===== config.mk =====
export PLATFORM = sky130hd
export DESIGN_NAME = fifo_job_server_with_statistics_unit
export DESIGN_NICKNAME = d
export VERILOG_FILES = /design/src/hw/rtl/fjs_pkg.sv /design/src/hw/rtl/fifo_job_server_with_statistics_unit.sv /design/src/hw/rtl/fjs_div.sv /design/src/hw/rtl/fjs_dp.sv /design/src/hw/rtl/fjs_ctrl.sv
export VERILOG_INCLUDE_DIRS = /design/src /design/src/hw/rtl
export SDC_FILE = /design/constraint.sdc
export NUM_CORES = 1
export LEC_CHECK = 0
export BUFFER_PORTS_ARGS = -buffer_cell sky130_fd_sc_hd__buf_4
export CORE_ASPECT_RATIO = 1.1
export CORE_MARGIN = 2
export CORE_UTILIZATION = 60
export CTS_BUF_LIST = sky130_fd_sc_hd__clkbuf_8
export DETAILED_ROUTE_END_ITERATION = 8
export MAX_ROUTING_LAYER = met4
export PLACE_DENSITY_LB_ADDON = 0.3
export SYNTH_ARGS = -nofsm -noshare
export SYNTH_HDL_FRONTEND = slang
export SYNTH_HIERARCHICAL = 1
export SYNTH_SLANG_ARGS = --single-unit

===== constraint.sdc =====
create_clock -name aclk -period 10.4 [get_ports aclk]
set_input_delay 2.08 -clock aclk [delete_from_list [all_inputs] [get_ports aclk]]
set_output_delay 2.08 -clock aclk [all_outputs]
set_load 0.01 [all_outputs]

===== src/hw/rtl/fifo_job_server_with_statistics_unit_macros.svh =====
// Assertion macros shared by the job server modules.
// Each macro expects the module to have aclk and aresetn in scope.
`ifndef FIFO_JOB_SERVER_WITH_STATISTICS_UNIT_MACROS_SVH
`define FIFO_JOB_SERVER_WITH_STATISTICS_UNIT_MACROS_SVH

// Consequent must hold in the same cycle as the antecedent.
`define FJS_ASSERT_IMP(lbl, ante, cons, msg) \
    lbl: assert property (@(posedge aclk) disable iff (!aresetn) (ante) |-> (cons)) \
        else $error(msg);

// Consequent must hold in the cycle after the antecedent.
`define FJS_ASSERT_NEXT(lbl, ante, cons, msg) \
    lbl: assert property (@(posedge aclk) disable iff (!aresetn) (ante) |=> (cons)) \
        else $error(msg);

`endif


===== src/hw/rtl/fjs_pkg.sv =====
package fjs_pkg;

    // Queue and job sizing.
    localparam int QUEUE_DEPTH = 16;
    localparam int PAGE_BITS   = 16;
    localparam int IDX_W       = $clog2(QUEUE_DEPTH);
    localparam int LEN_W       = $clog2(QUEUE_DEPTH + 1);

    // Statistics widths.
    localparam int TICK_W    = 32;
    localparam int SUM_W     = 36;
    localparam int DIV_CNT_W = $clog2(SUM_W + 1);

    // Stream widths.
    localparam int FUNC_W     = 2;
    localparam int IN_DATA_W  = 16;
    localparam int RES_W      = 2 + PAGE_BITS + LEN_W + 3 * TICK_W + 2 * LEN_W + 1;
    localparam int OUT_DATA_W = ((RES_W + 7) / 8) * 8;
    localparam int PAD_W      = OUT_DATA_W - RES_W;

    // Request kinds carried on the input tuser.
    typedef enum logic [FUNC_W-1:0] {
        FUNC_TICK   = 2'd0,
        FUNC_SUBMIT = 2'd1,
        FUNC_READ   = 2'd2
    } func_t;

    // Controller states.
    typedef enum logic [2:0] {
        ST_IDLE,
        ST_TICK,
        ST_WAIT,
        ST_PULL,
        ST_SUBMIT,
        ST_DIV_START,
        ST_DIV,
        ST_OUT
    } state_t;

    // Commands from the controller to the datapath.
    typedef struct packed {
        logic accept;
        logic tick;
        logic pull;
        logic submit;
        logic div_start;
        logic load;
    } dp_cmd_t;

    // Status from the datapath to the controller.
    typedef struct packed {
        logic tick_zero;
        logic div_busy;
        logic out_free;
    } dp_status_t;

    // Result layout; the last member sits in the lowest bits.
    typedef struct packed {
        logic [PAD_W-1:0]     pad;
        logic                 average_valid;
        logic [LEN_W-1:0]     average_queue_length;
        logic [LEN_W-1:0]     max_queue_length;
        logic [TICK_W-1:0]    elapsed_ticks;
        logic [TICK_W-1:0]    idle_ticks;
        logic [TICK_W-1:0]    work_ticks;
        logic [LEN_W-1:0]     queue_length;
        logic [PAGE_BITS-1:0] pages_left;
        logic                 busy_res;
        logic                 job_dropped;
    } result_t;

endpackage


===== src/hw/rtl/fifo_job_server_with_statistics_unit.sv =====
// Single-server job queue with running statistics. Each request on the s_ side is a
// time tick, a job submit, a statistics read or the unused code, and each produces
// exactly one status result on the m_ side. One request is handled at a time: a
// tick pulls and serves a page, waits for the job memory's registered read, does a
// second pull and loads the result; a submit updates the queue and loads a result;
// a statistics read runs the 36-step restoring divider that forms the average queue
// length (a read before any tick skips the divider). A new request is taken while
// the previous result still waits on the m_ side.
module fifo_job_server_with_statistics_unit (
    input  logic                            aclk,
    input  logic                            aresetn,
    input  logic                            s_tvalid,
    output logic                            s_tready,
    input  logic [fjs_pkg::IN_DATA_W-1:0]   s_tdata,   // [15:0] page_count
    input  logic [fjs_pkg::FUNC_W-1:0]      s_tuser,   // [1:0] func
    output logic                            m_tvalid,
    input  logic                            m_tready,
    // [0] job_dropped, [1] busy_res, [17:2] pages_left, [22:18] queue_length,
    // [54:23] work_ticks, [86:55] idle_ticks, [118:87] elapsed_ticks,
    // [123:119] max_queue_length, [128:124] average_queue_length,
    // [129] average_valid, [135:130] zero
    output logic [fjs_pkg::OUT_DATA_W-1:0]  m_tdata
);

    fjs_pkg::dp_cmd_t    cmd;
    fjs_pkg::dp_status_t status;

    fjs_ctrl u_ctrl (
        .aclk     (aclk),
        .aresetn  (aresetn),
        .s_tvalid (s_tvalid),
        .s_tuser  (s_tuser),
        .s_tready (s_tready),
        .status   (status),
        .cmd      (cmd)
    );

    fjs_dp u_dp (
        .aclk     (aclk),
        .aresetn  (aresetn),
        .cmd      (cmd),
        .status   (status),
        .s_tuser  (s_tuser),
        .s_tdata  (s_tdata),
        .m_tvalid (m_tvalid),
        .m_tready (m_tready),
        .m_tdata  (m_tdata)
    );

endmodule


===== src/hw/rtl/fjs_div.sv =====
// Restoring divider, one quotient bit per cycle.
module fjs_div (
    input  logic                        aclk,
    input  logic                        aresetn,
    input  logic                        start,
    input  logic [fjs_pkg::SUM_W-1:0]   dividend,
    input  logic [fjs_pkg::TICK_W-1:0]  divisor,
    output logic                        busy,
    output logic [fjs_pkg::SUM_W-1:0]   quotient
);

    logic [fjs_pkg::TICK_W:0]       rem_reg;
    logic [fjs_pkg::TICK_W:0]       rem_next;
    logic [fjs_pkg::SUM_W-1:0]      quo_reg;
    logic [fjs_pkg::SUM_W-1:0]      quo_next;
    logic [fjs_pkg::DIV_CNT_W-1:0]  cnt_reg;
    logic [fjs_pkg::DIV_CNT_W-1:0]  cnt_next;
    logic [fjs_pkg::TICK_W:0]       shifted;
    logic                           fits;

    assign busy     = (cnt_reg != '0);
    assign quotient = quo_reg;

    // Shift in the next dividend bit and try a subtract.
    assign shifted = {rem_reg[fjs_pkg::TICK_W-1:0], quo_reg[fjs_pkg::SUM_W-1]};
    assign fits    = (shifted >= {1'b0, divisor});

    always_comb begin
        rem_next = rem_reg;
        quo_next = quo_reg;
        cnt_next = cnt_reg;
        if (start) begin
            rem_next = '0;
            quo_next = dividend;
            cnt_next = fjs_pkg::DIV_CNT_W'(fjs_pkg::SUM_W);
        end else if (busy) begin
            rem_next = fits ? (shifted - {1'b0, divisor}) : shifted;
            quo_next = {quo_reg[fjs_pkg::SUM_W-2:0], fits};
            cnt_next = cnt_reg - 1'b1;
        end
    end

    always_ff @(posedge aclk) begin
        if (!aresetn) begin
            cnt_reg <= '0;
        end else begin
            cnt_reg <= cnt_next;
        end
        rem_reg <= rem_next;
        quo_reg <= quo_next;
    end

endmodule


===== src/hw/rtl/fjs_dp.sv =====
// Job FIFO, server state, statistics counters and the result register.
module fjs_dp (
    input  logic                            aclk,
    input  logic                            aresetn,
    input  fjs_pkg::dp_cmd_t                cmd,
    output fjs_pkg::dp_status_t             status,
    input  logic [fjs_pkg::FUNC_W-1:0]      s_tuser,
    input  logic [fjs_pkg::IN_DATA_W-1:0]   s_tdata,
    output logic                            m_tvalid,
    input  logic                            m_tready,
    output logic [fjs_pkg::OUT_DATA_W-1:0]  m_tdata
);

    `include "fifo_job_server_with_statistics_unit_macros.svh"

    // Job storage and its registered read port.
    logic [fjs_pkg::PAGE_BITS-1:0] mem [fjs_pkg::QUEUE_DEPTH];
    logic [fjs_pkg::PAGE_BITS-1:0] rd_data_reg;

    // Request payload.
    logic [fjs_pkg::FUNC_W-1:0]    func_reg;
    logic [fjs_pkg::PAGE_BITS-1:0] page_reg;
    logic                          dropped_reg;

    // Queue and server state.
    logic [fjs_pkg::IDX_W-1:0]     head_reg,    head_next;
    logic [fjs_pkg::IDX_W-1:0]     tail_reg,    tail_next;
    logic [fjs_pkg::LEN_W-1:0]     count_reg,   count_next;
    logic                          serving_reg, serving_next;
    logic [fjs_pkg::PAGE_BITS-1:0] pages_reg,   pages_next;

    // Statistics.
    logic [fjs_pkg::TICK_W-1:0]    work_reg,  work_next;
    logic [fjs_pkg::TICK_W-1:0]    idle_reg,  idle_next;
    logic [fjs_pkg::TICK_W-1:0]    tick_reg,  tick_next;
    logic [fjs_pkg::SUM_W-1:0]     sum_reg,   sum_next;
    logic [fjs_pkg::LEN_W-1:0]     peak_reg,  peak_next;

    // Result register.
    logic                          out_valid_reg;
    fjs_pkg::result_t              out_data_reg;
    fjs_pkg::result_t              res;

    // Intermediate values of a tick.
    logic                          pull_now;
    logic                          srv_mid;
    logic [fjs_pkg::PAGE_BITS-1:0] pg_mid;
    logic [fjs_pkg::LEN_W-1:0]     cnt_mid;
    logic [fjs_pkg::SUM_W:0]       sum_wide;
    logic                          drop_now;
    logic                          write_now;

    // Divider.
    logic                          div_busy;
    logic [fjs_pkg::SUM_W-1:0]     div_quo;
    logic                          read_ok;
    logic [fjs_pkg::LEN_W-1:0]     avg_capped;

    function automatic logic [fjs_pkg::IDX_W-1:0] idx_inc(input logic [fjs_pkg::IDX_W-1:0] i);
        return (i == fjs_pkg::IDX_W'(fjs_pkg::QUEUE_DEPTH - 1)) ? '0 : i + 1'b1;
    endfunction

    function automatic logic [fjs_pkg::TICK_W-1:0] sat_inc(input logic [fjs_pkg::TICK_W-1:0] c);
        return (c == '1) ? c : c + 1'b1;
    endfunction

    fjs_div u_div (
        .aclk     (aclk),
        .aresetn  (aresetn),
        .start    (cmd.div_start),
        .dividend (sum_reg),
        .divisor  (tick_reg),
        .busy     (div_busy),
        .quotient (div_quo)
    );

    // Submit decision.
    assign drop_now  = !(count_reg == '0 && !serving_reg)
                       && (count_reg >= fjs_pkg::LEN_W'(fjs_pkg::QUEUE_DEPTH));
    assign write_now = !(count_reg == '0 && !serving_reg) && !drop_now;

    // Next state of the queue, the server and the counters.
    always_comb begin
        head_next    = head_reg;
        tail_next    = tail_reg;
        count_next   = count_reg;
        serving_next = serving_reg;
        pages_next   = pages_reg;
        work_next    = work_reg;
        idle_next    = idle_reg;
        tick_next    = tick_reg;
        sum_next     = sum_reg;
        peak_next    = peak_reg;
        pull_now     = !serving_reg && (count_reg != '0);
        srv_mid      = serving_reg | pull_now;
        pg_mid       = pull_now ? rd_data_reg : pages_reg;
        cnt_mid      = count_reg - fjs_pkg::LEN_W'(pull_now);
        sum_wide     = {1'b0, sum_reg} + (fjs_pkg::SUM_W + 1)'(cnt_mid);

        if (cmd.tick) begin
            // Pull if idle, serve one page, then account for the tick.
            if (pull_now) begin
                head_next = idx_inc(head_reg);
            end
            if (srv_mid) begin
                if (pg_mid <= fjs_pkg::PAGE_BITS'(1)) begin
                    serving_next = 1'b0;
                    pages_next   = '0;
                end else begin
                    serving_next = 1'b1;
                    pages_next   = pg_mid - 1'b1;
                end
                work_next = sat_inc(work_reg);
            end else begin
                idle_next = sat_inc(idle_reg);
            end
            tick_next  = sat_inc(tick_reg);
            sum_next   = sum_wide[fjs_pkg::SUM_W] ? '1 : sum_wide[fjs_pkg::SUM_W-1:0];
            count_next = cnt_mid;
            if (cnt_mid > peak_reg) begin
                peak_next = cnt_mid;
            end
        end

        if (cmd.pull && pull_now) begin
            // Second pull at the end of a tick.
            serving_next = 1'b1;
            pages_next   = rd_data_reg;
            head_next    = idx_inc(head_reg);
            count_next   = count_reg - 1'b1;
        end

        if (cmd.submit) begin
            if (count_reg == '0 && !serving_reg) begin
                serving_next = 1'b1;
                pages_next   = page_reg;
            end else if (write_now) begin
                tail_next  = idx_inc(tail_reg);
                count_next = count_reg + 1'b1;
            end
        end
    end

    // Average capped at the queue depth, reported on a read only.
    assign read_ok    = (func_reg == fjs_pkg::FUNC_READ) && (tick_reg != '0);
    assign avg_capped = (div_quo > fjs_pkg::SUM_W'(fjs_pkg::QUEUE_DEPTH))
                        ? fjs_pkg::LEN_W'(fjs_pkg::QUEUE_DEPTH) : div_quo[fjs_pkg::LEN_W-1:0];

    // Result assembled from the state after the update.
    always_comb begin
        res                      = '0;
        res.job_dropped          = dropped_reg;
        res.busy_res             = serving_reg || (count_reg != '0);
        res.pages_left           = serving_reg ? pages_reg : '0;
        res.queue_length         = count_reg;
        res.work_ticks           = work_reg;
        res.idle_ticks           = idle_reg;
        res.elapsed_ticks        = tick_reg;
        res.max_queue_length     = peak_reg;
        res.average_queue_length = read_ok ? avg_capped : '0;
        res.average_valid        = read_ok;
    end

    // Control registers.
    always_ff @(posedge aclk) begin
        if (!aresetn) begin
            head_reg      <= '0;
            tail_reg      <= '0;
            count_reg     <= '0;
            serving_reg   <= 1'b0;
            pages_reg     <= '0;
            work_reg      <= '0;
            idle_reg      <= '0;
            tick_reg      <= '0;
            sum_reg       <= '0;
            peak_reg      <= '0;
            out_valid_reg <= 1'b0;
        end else begin
            head_reg    <= head_next;
            tail_reg    <= tail_next;
            count_reg   <= count_next;
            serving_reg <= serving_next;
            pages_reg   <= pages_next;
            work_reg    <= work_next;
            idle_reg    <= idle_next;
            tick_reg    <= tick_next;
            sum_reg     <= sum_next;
            peak_reg    <= peak_next;
            if (cmd.load) begin
                out_valid_reg <= 1'b1;
            end else if (m_tready) begin
                out_valid_reg <= 1'b0;
            end
        end
    end

    // Payload registers and the job memory.
    always_ff @(posedge aclk) begin
        if (cmd.accept) begin
            func_reg    <= s_tuser;
            page_reg    <= s_tdata[fjs_pkg::PAGE_BITS-1:0];
            dropped_reg <= 1'b0;
        end else if (cmd.submit) begin
            dropped_reg <= drop_now;
        end
        if (cmd.submit && write_now) begin
            mem[tail_reg] <= page_reg;
        end
        rd_data_reg <= mem[head_reg];
        if (cmd.load) begin
            out_data_reg <= res;
        end
    end

    assign m_tvalid = out_valid_reg;
    assign m_tdata  = out_data_reg;

    assign status.tick_zero = (tick_reg == '0);
    assign status.div_busy  = div_busy;
    assign status.out_free  = !out_valid_reg || m_tready;

    `FJS_ASSERT_IMP(a_count_bound, 1'b1, count_reg <= fjs_pkg::LEN_W'(fjs_pkg::QUEUE_DEPTH), "queue count above depth")
    `FJS_ASSERT_IMP(a_pages_serving, pages_reg != '0, serving_reg, "pages left without a job in service")
    `FJS_ASSERT_IMP(a_load_free, cmd.load && out_valid_reg, m_tready, "result overwritten before taken")

endmodule


===== src/hw/rtl/fjs_ctrl.sv =====
// Request sequencer for the job server.
module fjs_ctrl (
    input  logic                        aclk,
    input  logic                        aresetn,
    input  logic                        s_tvalid,
    input  logic [fjs_pkg::FUNC_W-1:0]  s_tuser,
    output logic                        s_tready,
    input  fjs_pkg::dp_status_t         status,
    output fjs_pkg::dp_cmd_t            cmd
);

    `include "fifo_job_server_with_statistics_unit_macros.svh"

    fjs_pkg::state_t state_reg, state_next;

    // Next state.
    always_comb begin
        state_next = state_reg;
        case (state_reg)
            fjs_pkg::ST_IDLE: begin
                if (s_tvalid) begin
                    case (fjs_pkg::func_t'(s_tuser))
                        fjs_pkg::FUNC_TICK:   state_next = fjs_pkg::ST_TICK;
                        fjs_pkg::FUNC_SUBMIT: state_next = fjs_pkg::ST_SUBMIT;
                        fjs_pkg::FUNC_READ:   state_next = fjs_pkg::ST_DIV_START;
                        default:              state_next = fjs_pkg::ST_OUT;
                    endcase
                end
            end
            fjs_pkg::ST_TICK:   state_next = fjs_pkg::ST_WAIT;
            fjs_pkg::ST_WAIT:   state_next = fjs_pkg::ST_PULL;
            fjs_pkg::ST_PULL:   state_next = fjs_pkg::ST_OUT;
            fjs_pkg::ST_SUBMIT: state_next = fjs_pkg::ST_OUT;
            fjs_pkg::ST_DIV_START: begin
                state_next = status.tick_zero ? fjs_pkg::ST_OUT : fjs_pkg::ST_DIV;
            end
            fjs_pkg::ST_DIV: begin
                if (!status.div_busy) begin
                    state_next = fjs_pkg::ST_OUT;
                end
            end
            fjs_pkg::ST_OUT: begin
                if (status.out_free) begin
                    state_next = fjs_pkg::ST_IDLE;
                end
            end
            default: state_next = fjs_pkg::ST_IDLE;
        endcase
    end

    // Commands.
    always_comb begin
        s_tready      = (state_reg == fjs_pkg::ST_IDLE);
        cmd.accept    = s_tready && s_tvalid;
        cmd.tick      = (state_reg == fjs_pkg::ST_TICK);
        cmd.pull      = (state_reg == fjs_pkg::ST_PULL);
        cmd.submit    = (state_reg == fjs_pkg::ST_SUBMIT);
        cmd.div_start = (state_reg == fjs_pkg::ST_DIV_START) && !status.tick_zero;
        cmd.load      = (state_reg == fjs_pkg::ST_OUT) && status.out_free;
    end

    always_ff @(posedge aclk) begin
        if (!aresetn) begin
            state_reg <= fjs_pkg::ST_IDLE;
        end else begin
            state_reg <= state_next;
        end
    end

    `FJS_ASSERT_NEXT(a_accept_leaves_idle, cmd.accept, state_reg != fjs_pkg::ST_IDLE, "request accepted but controller stayed idle")

endmodule


== Yosys cells after proc, flatten, opt, wreduce, memory -nomap -nowiden ==
Memory sizes are Yosys's and may differ from the RTL's. A register that Yosys moved wholly into a read port is not among the register bits.
Index checks and enable logic that the tools add are counted.
Word-level totals
  register bits after elaboration: 394
  RAM bits: 256
  input port bits: 22
  output and inout bits: 138
  memories: 1
Operators by class
  add/sub/neg operators: 12
  $lt $le $gt $ge: 5
  eq/ne operators: 18
  muxes and demuxes: 40
  bitwise operators: 8
  reductions and logical operators: 38
Memories
  u_dp.mem: depth 16, width 16, rd ports 1, clocked after memory_dff 1, write ports 1, RTL line fjs_dp.sv:17  | logic [fjs_pkg::PAGE_BITS-1:0] mem [fjs_pkg::QUEUE_DEPTH];
Operators by type and width (number)
  $mux 16: 7
  $mux 36: 3
  $add 32x1->32 const B: 3
  $eq 32x32->1 const B: 3
  $add 36x5->37: 1
  $gt 36x5->1 const B: 1
  $ge 33x32->1: 1
  $logic_not 32->1: 1
  $mux 32: 1
  $reduce_bool 32->1: 1
  $sub 32x32->32: 1
  $mux 5: 6
  $pmux 3 s7: 1
  $mux 4: 5
  $le 16x1->1 const B: 1
  $sub 16x1->16 const B: 1
  $eq 3x3->1 const B: 4
  $mux 6: 2
  $reduce_and 3->1: 4
  $mux 1: 11
  $logic_and 1x1->1: 10
  $mux 3: 3
  $pmux 3 s3: 1
  $add 4x1->4 const B: 2
  other kinds (25): 47

== Longest topological paths before layout ==
  depth after elaboration: 10
  depth in mapped cells: 19
  gate-level depth less buffers: 16

== Modules after synthesis ==
The synthesis kept the hierarchy.
By module, submodules not included
  fjs_dp: instances 1, cells an instance 1718, area each 24010.5 um2, seq. area each 15835.2 um2
  fjs_div: instances 1, cells an instance 588, area each 5178.7 um2, seq. area each 1841.8 um2
  fjs_ctrl: instances 1, cells an instance 34, area each 264.0 um2, seq. area each 60.1 um2

== Worst setup path before layout ==
No wires, ideal clock.
  path type: input to register
  start: input m_tready
  end: register u_ctrl.state_reg[0]
  arrival: 5728 ps
  path slack: 4556 ps
  stages: 4
  buffers on the path: 0
  cells stage by stage: nand2b_1 -> and4_1 -> o21ai_1 -> o211a_1
On the way
  longest elaborated chain between the ends: 3
RTL lines
  start: declaration: RTL line fifo_job_server_with_statistics_unit.sv:17  | input logic m_tready,
  $logic_or 1x1->1: RTL line fjs_dp.sv:220  | assign status.out_free = !out_valid_reg || m_tready;
  $ne 2x1->1 (no source line)
  $reduce_and 3->1 (no source line)
  end signal: assignment: RTL line fjs_ctrl.sv:64  | state_reg <= fjs_pkg::ST_IDLE;
  end signal: assignment: RTL line fjs_ctrl.sv:66  | state_reg <= state_next;
  end: declaration: RTL line fjs_ctrl.sv:14  | fjs_pkg::state_t state_reg, state_next;
No other way between the ends.
A chain may end at the register's enable or synchronous reset.

== Final worst setup path ==
  start: register u_dp/count_reg[1] in the netlist's numbering
  end: register u_dp/sum_reg[31] in the netlist's numbering
On the way
  longest elaborated chain between the ends: 5
RTL lines
  start: declaration: RTL line fjs_dp.sv:28  | logic [fjs_pkg::LEN_W-1:0] count_reg, count_next;
  start signal: assignment: RTL line fjs_dp.sv:181  | count_reg <= count_next;
  $reduce_bool 5->1: RTL line fjs_dp.sv:94  | pull_now = !serving_reg && (count_reg != '0);
  $logic_and 1x1->1: RTL line fjs_dp.sv:94
  $sub 5x1->5 *: RTL line fjs_dp.sv:97  | cnt_mid = count_reg - fjs_pkg::LEN_W'(pull_now);
  $add 36x5->37 *: RTL line fjs_dp.sv:98  | sum_wide = {1'b0, sum_reg} + (fjs_pkg::SUM_W + 1)'(cnt_mid);
  $mux 36 *: RTL line fjs_dp.sv:118  | sum_next = sum_wide[fjs_pkg::SUM_W] ? '1 : sum_wide[fjs_pkg::SUM_W-1:0];
  end signal: assignment: RTL line fjs_dp.sv:187  | sum_reg <= sum_next;
  end: declaration: RTL line fjs_dp.sv:36  | logic [fjs_pkg::SUM_W-1:0] sum_reg, sum_next;
Every way passes the cells marked *; elsewhere a longest branch is shown, timed or not.

==> flow_summary.ini <==
[yosys]
synth_edf_count = 440
yosys_warnings = 6
synth-seq-cells = 666
synthFlopType = edfxtp_1
synthArstFlopShare_pct = 0
syn_area_sq_um = 29500
synthCells = 2340
avgSynthCellArea_sq_um = 12.6
synth_cell_types = 89
synth_seq_area_share_pct = 60.2

[sta]
max_clock_freq_mhz = 177
skew_ns = 0.0519
min_period_ns = 5.65
post-route-period-util_pct = 54.3
hold_viol = 0
tightest_slew_ns = 1.14
grt_setup_unrepaired = false
max_slew_margin_pct = 24.2
setup_tns_ns = 0
setup_viol = 0
drv_slew = 0

[floorplanning]
ios = 160
core_sq_um = 48700
die_height_um = 236
dieArea_sq_um = 50900
num_rows = 85
dieWidth_um = 215
initial_core_util_pct = 60.5

[global_route]
grt_max_degree = 89
gr-usage-all-layers_pct = 26.7
overflow = 0
grt_pass1_wl_um = 104000
antenna_found_initial = 1
grt_pass1_vias = 19500

[cells_and_area]
top_register = u_dp/mem
nNetsFinal = 2597
final-instance-count-excl-fill = 3255
register_area_sq_um = 17700
area_growth_pct = 13.1
final_area_sq_um = 33300
drive_above_1_share_pct = 19.1
fillers = 3359
multi_input_area_sq_um = 10900
largest_reg_flops = 256

[pwr]
leakage_nw = 11.7
p_per_area_nw_per_um2 = 248
ir_worst_vdd_mv = 0.161

[route]
drc = 0
num_vias = 19800
firstDrtPassIters = 5
drt_iter0_drc = 1697
drt-total-wl_um = 66000
wire_per_inst_um = 20.3
antenna_left = 0
viasPerCell = 6.07

[setup_path]
critical_path_buf_inv_count = 3
critPathMaxFanout = 18
slowest_stage = nand4_1
required_ns = 11.01
path_delay_family = simple AND/OR/NAND/NOR gates
cp-end-kind = flip-flop
crit_arrival_ns = 6.26
start_kind = flip-flop
crit_type = flip-flop to flip-flop
slowest_delay_ns = 0.79
crit_chain = inv_1, ha_1, or4b_1, nand2_4, inv_1, ha_1, ha_1, fa_1, nand3b_1, a31oi_1, nand4_1, buf_4, and4_1, nor3_1
crit_path_frequent_cell = ha_1

[placement]
hpwl_um = 43800
placed_cells = 3061
numPortBuffers = 153
place_area_sq_um = 31200
gp_congestion = 0.897

[job]
cap_viol_max_count = 0

[cts]
clk_latency_ns = 0.73
numCtsBuffers = 102
cts_htree_levels = 3
cts_setup_buffers = 0
root_buffer = clkbuf_8
cts_tree = yes
clock_sinks = 666
post_cts_resized = 0
path_clk_slew_ns = 0.06
cts_hold_buf = 0
clk_path_buf_depth = 3

[status]
status = complete, no violations

[worst_hold_path]
min_path_type = flip-flop to flip-flop
[area by class of cell]
type	instances	area share, %
clock buffer	124	5.12
clock inverter	69	1.33
multi-input combinational	1479	32.8
antenna	1	0.00751
timing repair buffer	183	4.12
tap	652	2.45
sequential	666	53.3
inverter	81	0.920
[cells in the mapped netlist, types with 18 or more instances]
master    count  area, sq um
nor4_1       28          175
clkbuf_1     76          285
dfxtp_1     226         4520
edfxtp_1    440        13200
a21o_1       21          158
buf_2        18         90.1
nand2_1     169          634
mux2_2       38          428
nand3_1      77          385
mux4_2       80         1800
mux2i_1      27          270
xnor2_1      56          490
nor2_1      195          732
nor3_1       46          230
a311oi_1     20          175
inv_1        80          300
nand4_1      55          344
ha_1         60          751
and2_1       35          219
a31oi_1      20          125
a21oi_1     119          596
o21ai_0      56          280
and3_1       41          257
xor2_1       81          709
and4_1       26          228
[layer usage]
layer / up-vias / GRT usage, % / wire, um
met3: 137 / 4.45 / 4520
met2: 774 / 42.3 / 32000
li1: 9185 / - / -
met4: 0 / 10.8 / 1930
met5: - / - / 0
met1: 9670 / 34.5 / 27600
[cell usage in the layout (no fill, tap or decap), types with 27 or more instances in the layout]
| master | count |
|---|---|
| xnor2_1 | 56 |
| buf_4 | 183 |
| inv_1 | 109 |
| xor2_1 | 81 |
| nand3_1 | 77 |
| nor4_1 | 28 |
| nor2_1 | 194 |
| and2_1 | 35 |
| nand4_1 | 55 |
| and3_1 | 41 |
| o21ai_0 | 55 |
| a21oi_1 | 119 |
| mux4_2 | 80 |
| nor3_1 | 40 |
| edfxtp_1 | 440 |
| clkbuf_8 | 124 |
| ha_1 | 60 |
| dfxtp_1 | 224 |
| mux2i_1 | 27 |
| nand2_1 | 169 |
| mux2_2 | 38 |
[worst reg2reg max path, delay by kind of cell, from the launching register on]
kind	cells	cell delay, ns
compound gates	1	0.68
fa+ha+maj	4	1.37
buf+inv	3	0.86
flops	1	0.36
simple gates	6	2.27
[kinds of logic after synthesis]
kind of cell	Yosys count	synth area share, %
buffers and inverters	200	2.93
DFF	666	60.2
and+or+nand+nor	759	13.2
AOI/OAI and AO/OA	370	8.42
muxes	145	8.49
adders and majority gates	62	2.68
xor gates and xnor gates	137	4.07
other	1	0.0127
[path summary, 6_finish.rpt]
path | startpoint | to | slack [ns] | cells past startpoint
max | u_dp/count_reg[1]$_SDFF_PN0_ | u_dp/sum_reg[31]$_SDFFE_PN0P_ | 4.75 | 14
min | u_dp/peak_reg[3]$_SDFFE_PN0P_ | u_dp/m_tdata[122]$_DFFE_PP_ | 0.44 | 0
max reg2reg | u_dp/count_reg[1]$_SDFF_PN0_ | u_dp/sum_reg[31]$_SDFFE_PN0P_ | 4.75 | 14
min reg2reg | u_dp/peak_reg[3]$_SDFFE_PN0P_ | u_dp/m_tdata[122]$_DFFE_PP_ | 0.44 | 0
[per-stage QoR]
stage / utilization [%] / setup slack, ns / hold WS [ns] / power [W]
after floorplan: - / 4.56 / 0.403 / 0.00549
after CTS: 68.4 / 4.87 / 0.435 / 0.00828
after global placement: 64.0 / 5.11 / 0.417 / 0.00596
final: 68.4 / 4.75 / 0.437 / 0.00826
after detailed placement: 64.0 / 4.84 / 0.421 / 0.00606
after global routing: 68.4 / 4.34 / 0.449 / 0.00872
[where the power goes]
part | switching (W) | internal, W
Combinational | 0.00144 | 0.00107
Clock | 0.00103 | 0.00117
Sequential | 0.000309 | 0.00322
Note: power is estimated with default switching activity, not from simulation.
